$ cat config.mk
export PLATFORM = sky130hd
export DESIGN_NAME = raabb_reduce
export DESIGN_NICKNAME = d
export VERILOG_FILES = /design/src/design/raabb_pkg.sv /design/src/design/raabb_reduce.sv
export SDC_FILE = /design/constraint.sdc
export NUM_CORES = 1
export LEC_CHECK = 0
export BUFFER_PORTS_ARGS = -buffer_cell sky130_fd_sc_hd__buf_2
export CORE_AREA = 2 2 244 246
export DETAILED_ROUTE_END_ITERATION = 7
export DIE_AREA = 0 0 246 248
export PLACE_DENSITY_LB_ADDON = 0.08
export SLEW_MARGIN = 5
export SYNTH_ARGS = -nofsm -noshare
export SYNTH_HDL_FRONTEND = slang
export SYNTH_SLANG_ARGS = --single-unit
$ cat constraint.sdc
create_clock -name clk -period 11.5 [get_ports clk]
set_input_delay 1.15 -clock clk [delete_from_list [all_inputs] [get_ports clk]]
set_output_delay 1.15 -clock clk [all_outputs]
set_load 0.1 [all_outputs]
$ cat src/design/raabb_pkg.sv
// ----------------------------------------------------------------------------
// raabb_pkg
// shared types, constants and helpers of the ray box slab test pipeline
// ----------------------------------------------------------------------------
`default_nettype none

package raabb_pkg;

  localparam int QBITS = 32;
  localparam int NAXES = 3;

  localparam logic signed [31:0] Q_MAX = 32'sh7fff_ffff;
  localparam logic signed [31:0] Q_MIN = 32'sh8000_0000;

  // one divider lane: partial remainder, dividend/quotient shift word, divisor, sign and overflow flags
  typedef struct packed {
    logic [31:0] rem;
    logic [31:0] sh;
    logic [31:0] den;
    logic        neg;
    logic        ovf;
  } raabb_lane_t;

  // per-axis flags that ride beside the dividers
  typedef struct packed {
    logic dzero;
    logic in_slab;
  } raabb_side_t;

  // set up a divide of (off * 2^16) / d on magnitudes
  function automatic raabb_lane_t make_lane(input logic signed [34:0] off,
                                            input logic signed [31:0] d);
    raabb_lane_t l;
    logic [34:0] offm;
    logic [31:0] dm;
    logic [50:0] num;
    offm = off[34] ? 35'(-off) : 35'(off);
    dm   = d[31] ? 32'(-d) : 32'(d);
    num  = {offm, 16'b0};
    l.neg = off[34] ^ d[31];
    l.ovf = ({13'b0, num} >= {dm, 32'b0});
    l.rem = {13'b0, num[50:32]};
    l.sh  = num[31:0];
    l.den = dm;
    return l;
  endfunction

  // signed, saturated distance from a finished lane
  function automatic logic signed [31:0] lane_dist(input raabb_lane_t l);
    logic signed [31:0] r;
    if (l.ovf) begin
      r = l.neg ? Q_MIN : Q_MAX;
    end else if (l.neg) begin
      r = (l.sh > 32'h8000_0000) ? Q_MIN : $signed(32'(-l.sh));
    end else begin
      r = l.sh[31] ? Q_MAX : $signed(l.sh);
    end
    return r;
  endfunction

endpackage

`default_nettype wire

$ cat src/design/raabb_reduce.sv
// ----------------------------------------------------------------------------
// raabb_reduce
// saturate quotients, order entry/exit per axis, then near/far and hit
// ----------------------------------------------------------------------------
`default_nettype none

module raabb_reduce
  import raabb_pkg::*;
(
  input  wire logic               clk,
  input  wire logic               en,
  input  wire raabb_lane_t        lane_lo [NAXES],
  input  wire raabb_lane_t        lane_hi [NAXES],
  input  wire raabb_side_t        side    [NAXES],
  output logic                    hit,
  output logic signed [31:0]      near_distance
);

  logic signed [31:0] ent_nxt [NAXES];
  logic signed [31:0] exi_nxt [NAXES];
  logic               ok_nxt  [NAXES];
  logic signed [31:0] ent_r   [NAXES];
  logic signed [31:0] exi_r   [NAXES];
  logic               ok_r    [NAXES];
  logic signed [31:0] nearv, farv;
  logic               hit_nxt, hit_r;
  logic signed [31:0] near_r;

  always_comb begin
    for (int a = 0; a < NAXES; a++) begin
      logic signed [31:0] t1, t2;
      t1 = lane_dist(lane_lo[a]);
      t2 = lane_dist(lane_hi[a]);
      if (side[a].dzero) begin
        ent_nxt[a] = Q_MIN;
        exi_nxt[a] = Q_MAX;
        ok_nxt[a]  = side[a].in_slab;
      end else begin
        ent_nxt[a] = (t1 < t2) ? t1 : t2;
        exi_nxt[a] = (t1 < t2) ? t2 : t1;
        ok_nxt[a]  = 1'b1;
      end
    end
  end

  always_comb begin
    nearv = Q_MIN;
    farv  = Q_MAX;
    for (int a = 0; a < NAXES; a++) begin
      if (ent_r[a] > nearv) nearv = ent_r[a];
      if (exi_r[a] < farv)  farv  = exi_r[a];
    end
    hit_nxt = ok_r[0] && ok_r[1] && ok_r[2] && !(nearv > farv) && !farv[31];
  end

  always_ff @(posedge clk) begin
    if (en) begin
      ent_r  <= ent_nxt;
      exi_r  <= exi_nxt;
      ok_r   <= ok_nxt;
      hit_r  <= hit_nxt;
      near_r <= hit_nxt ? nearv : 32'sd0;
    end
  end

  assign hit           = hit_r;
  assign near_distance = near_r;

endmodule

`default_nettype wire

==> results.toml <==
[synthesis]
synth_xor_area_share_pct = 0.1083
synthesis.yosys.warnings = 0
synth_compound_gate_area_share_pct = 23.41
synth.top_cell.area_share_pct = 28.22
post_synth_num_cell_types = 82
synth-seq-area-share_pct = 28.22
post_synth_inst_count = 2983
yosys.area_share.adder_pct = 13.25
synth_area_leader_cell = "sky130_fd_sc_hd__edfxtp_1"
synth_seq_cells = 228
postSynthNetCount = 3836
synth.avg_cell_area_um2 = 8.134
synth_enable_flop_cells = 228
synthSimpleGateAreaFrac_pct = 19.51
cell_types_occupying_the_most_area_after_synthesis = "sky130_fd_sc_hd__edfxtp_1 28%, sky130_fd_sc_hd__ha_1 13%, sky130_fd_sc_hd__a21oi_1 5.8%"
combinational_family_with_the_most_area_after_synthesis = "compound AO/OA/AOI/OAI gates"
asyncSetResetFlopFracSynth_pct = 0
synth.area.mux_share_pct = 8.281
netlist_area_um2 = 24260
synth-main-ff-cell = "sky130_fd_sc_hd__edfxtp_1"

[detailed_routing]
first_iter_violations = 2181
post_drt_via_cell_ratio = 6.102
drt-pass1-iter-count = 6
antenna_left = 0
routed_wl_mm = 91.89
wl_per_cell_um = 23.51
routed-via-count = 23850
drc_errors = 0

[grt]
wire_length_of_the_first_global_routing_pass_mm = 133.1
groute.usage.overall_pct = 28.93
grt_pass1_vias = 21360
grt_max_degree = 88
initial_antenna_violation_count = 6
grt-ovfl-total = 0

[timing]
maxSlewViolCount = 0
fin_setup_tns_ps = 0
fin_ws_ps = 817.3
final.period_utilization_pct = 92.89
fin_worst_skew_ps = 14.63
fmax_mhz = 93.61
rsz0062_at_grt = "no"
tightest_slew_ps = 1307
final-setup-viol-count = 0
period_needed_ps = 10680
worst_slew_margin_rel_pct = 12.76
fin_worst_hold_slack_ps = 835.6
number_of_hold_violations_in_the_final_report = 0

[floorplan]
fp.dieH_um = 248
design.core.area_um2 = 58460
chipWidth_um = 246
num_ports = 629
fp-row-count = 89
start_util_pct = 41.50
die_area_um2 = 61010

[finish]
final.fill_count = 5818
fin_nets = 3966
layout_commonest_cell = "sky130_fd_sc_hd__nor2_1"
highest_count_cells_in_the_layout_ignoring_fill_and_taps = "312 x sky130_fd_sc_hd__nor2_1, 285 x sky130_fd_sc_hd__inv_1, 282 x sky130_fd_sc_hd__a21oi_1"
drive_above_1_share_pct = 13.29
synthToLayoutAreaGrowth_pct = 10.56
final_cell_area_um2 = 26830

[clock_tree]
postCtsSetupRepairBufs = 0
clock_network_latency_to_the_later_pin_of_the_worst_skew_pair_ps = 550
cts_tree = "yes"
clk_path_buf_depth = 3
ctsHtreeMaxLevel = 1
cts_resized = 0
cts_made_buffers = 26
path_clk_slew_ps = 60
holdBufCountCts = 0
clockRootBuffer = "sky130_fd_sc_hd__clkbuf_16"
cts_sinks = 228

[hold_path]
holdPathEnd = "near_distance[5]"
hold_class = "reg2reg"
hold-path-cell-count = 2
worst_hold_startpoint = "ent_r[5]"

[setup_path]
worstPathMaxFanout = 18
cpMaxStageDelayCell = "sky130_fd_sc_hd__nor4_1"
worst_setup_path_startpoint = "ent_r[63]"
worst_ep_arrival_ps = 10990
timing.critical_path.to_type = "flip-flop"
regToRegEndpoint = "near_distance[12]"
rr_startpoint = "ent_r[63]"
worstPathRequired_ps = 11800
rr_worst_depth = 29
reg2reg_slack_ps = 820
critical-path-max-stage-delay_ps = 920
critPathLaunchType = "flip-flop"
path_class = "reg2reg"

[flow_run]
cap_viol_max_count = 0

[power_and_ir_drop]
leakagePower_nw = 11.31
total_power_mw = 3.884
vdd_ir_drop_max_v = 0.0001047
p_per_area_nw_per_um2 = 144.8

[placed_design]
detailedPlace.worstSlack_ps = 1049
gp_routability_congestion = 0.9140
port-buffer-count = 244
dpl-instance-area_um2 = 26050
place_hpwl_mm = 74.50

[run_status]
outcome = "complete, no violations"
how the worst max path moves through the flow:
stage	slack (ps)	endpoint	depth (start not counted)
after global routing	380	near_distance[11]	29
after floorplan	4030	near_distance[10]	31
final	820	near_distance[12]	29
after global placement	1100	near_distance[12]	30
after detailed placement	1050	near_distance[11]	30
after CTS	1000	near_distance[11]	30
layer usage:
metal	GRT usage, %	up-vias	share of wire [%]
met5	0	-	0.025
met4	5.134	4	1.7
met3	4.931	72	7.9
met2	46.71	886	45
met1	40.87	11440	45
li1	-	11440	-
registers in the layout, summed over array words and instances (netlist names):
signal / count
ok_r: 3
exi_r: 96
ent_r: 96
near_distance: 32
hit: 1
per-stage QoR:
step	cells	util [%]
finish	3908	45.89
global route	3903	45.87
CTS	3903	45.87
detailed placement	3858	44.56
global placement	3858	44.56
floorplan	2983	-
synth_stat cells, types with 66 or more instances:
master and number:
sky130_fd_sc_hd__clkbuf_1 140, sky130_fd_sc_hd__o22ai_1 100, sky130_fd_sc_hd__nand2_1 139, sky130_fd_sc_hd__ha_1 257, sky130_fd_sc_hd__a21oi_1 283, sky130_fd_sc_hd__nor2_1 314
sky130_fd_sc_hd__nand3_1 66, sky130_fd_sc_hd__mux2i_1 131, sky130_fd_sc_hd__inv_1 285, sky130_fd_sc_hd__a31oi_1 67, sky130_fd_sc_hd__edfxtp_1 228, sky130_fd_sc_hd__nor3_1 135
sky130_fd_sc_hd__o21ai_0 120
cells by family after synthesis:
group | count (synthesis)
mux | 193
buf+inv | 458
flops | 228
compound gates | 892
xor+xnor | 3
fa+ha+maj | 257
simple gates | 952
layout make-up:
type                       instances  area, µm²  area share (%)
multi-input combinational       2297      15720           58.59
antenna                            5      12.51         0.04664
tap                              773      967.2           3.605
clock buffer                      31      690.7           2.575
sequential                       228       6847           25.52
clock inverter                    14      72.57          0.2705
inverter                         289       1085           4.044
timing repair buffer             271       1434           5.345
where the power goes:
part,internal (mW),leakage [nW],switching [mW]
registers,1.06,2.26,0.0850
clock network,0.424,0.363,0.337
logic,0.756,8.69,1.23
critical path, delay by kind of cell, from the launching register on:
kind | cells | cell delay [ps]
simple gates | 13 | 5060
compound gates | 7 | 2260
fa+ha+maj | 3 | 1120
mux | 2 | 680
buf+inv | 3 | 510
flops | 1 | 400
xor+xnor | 1 | 360
Power figures use the tool's default switching activity.
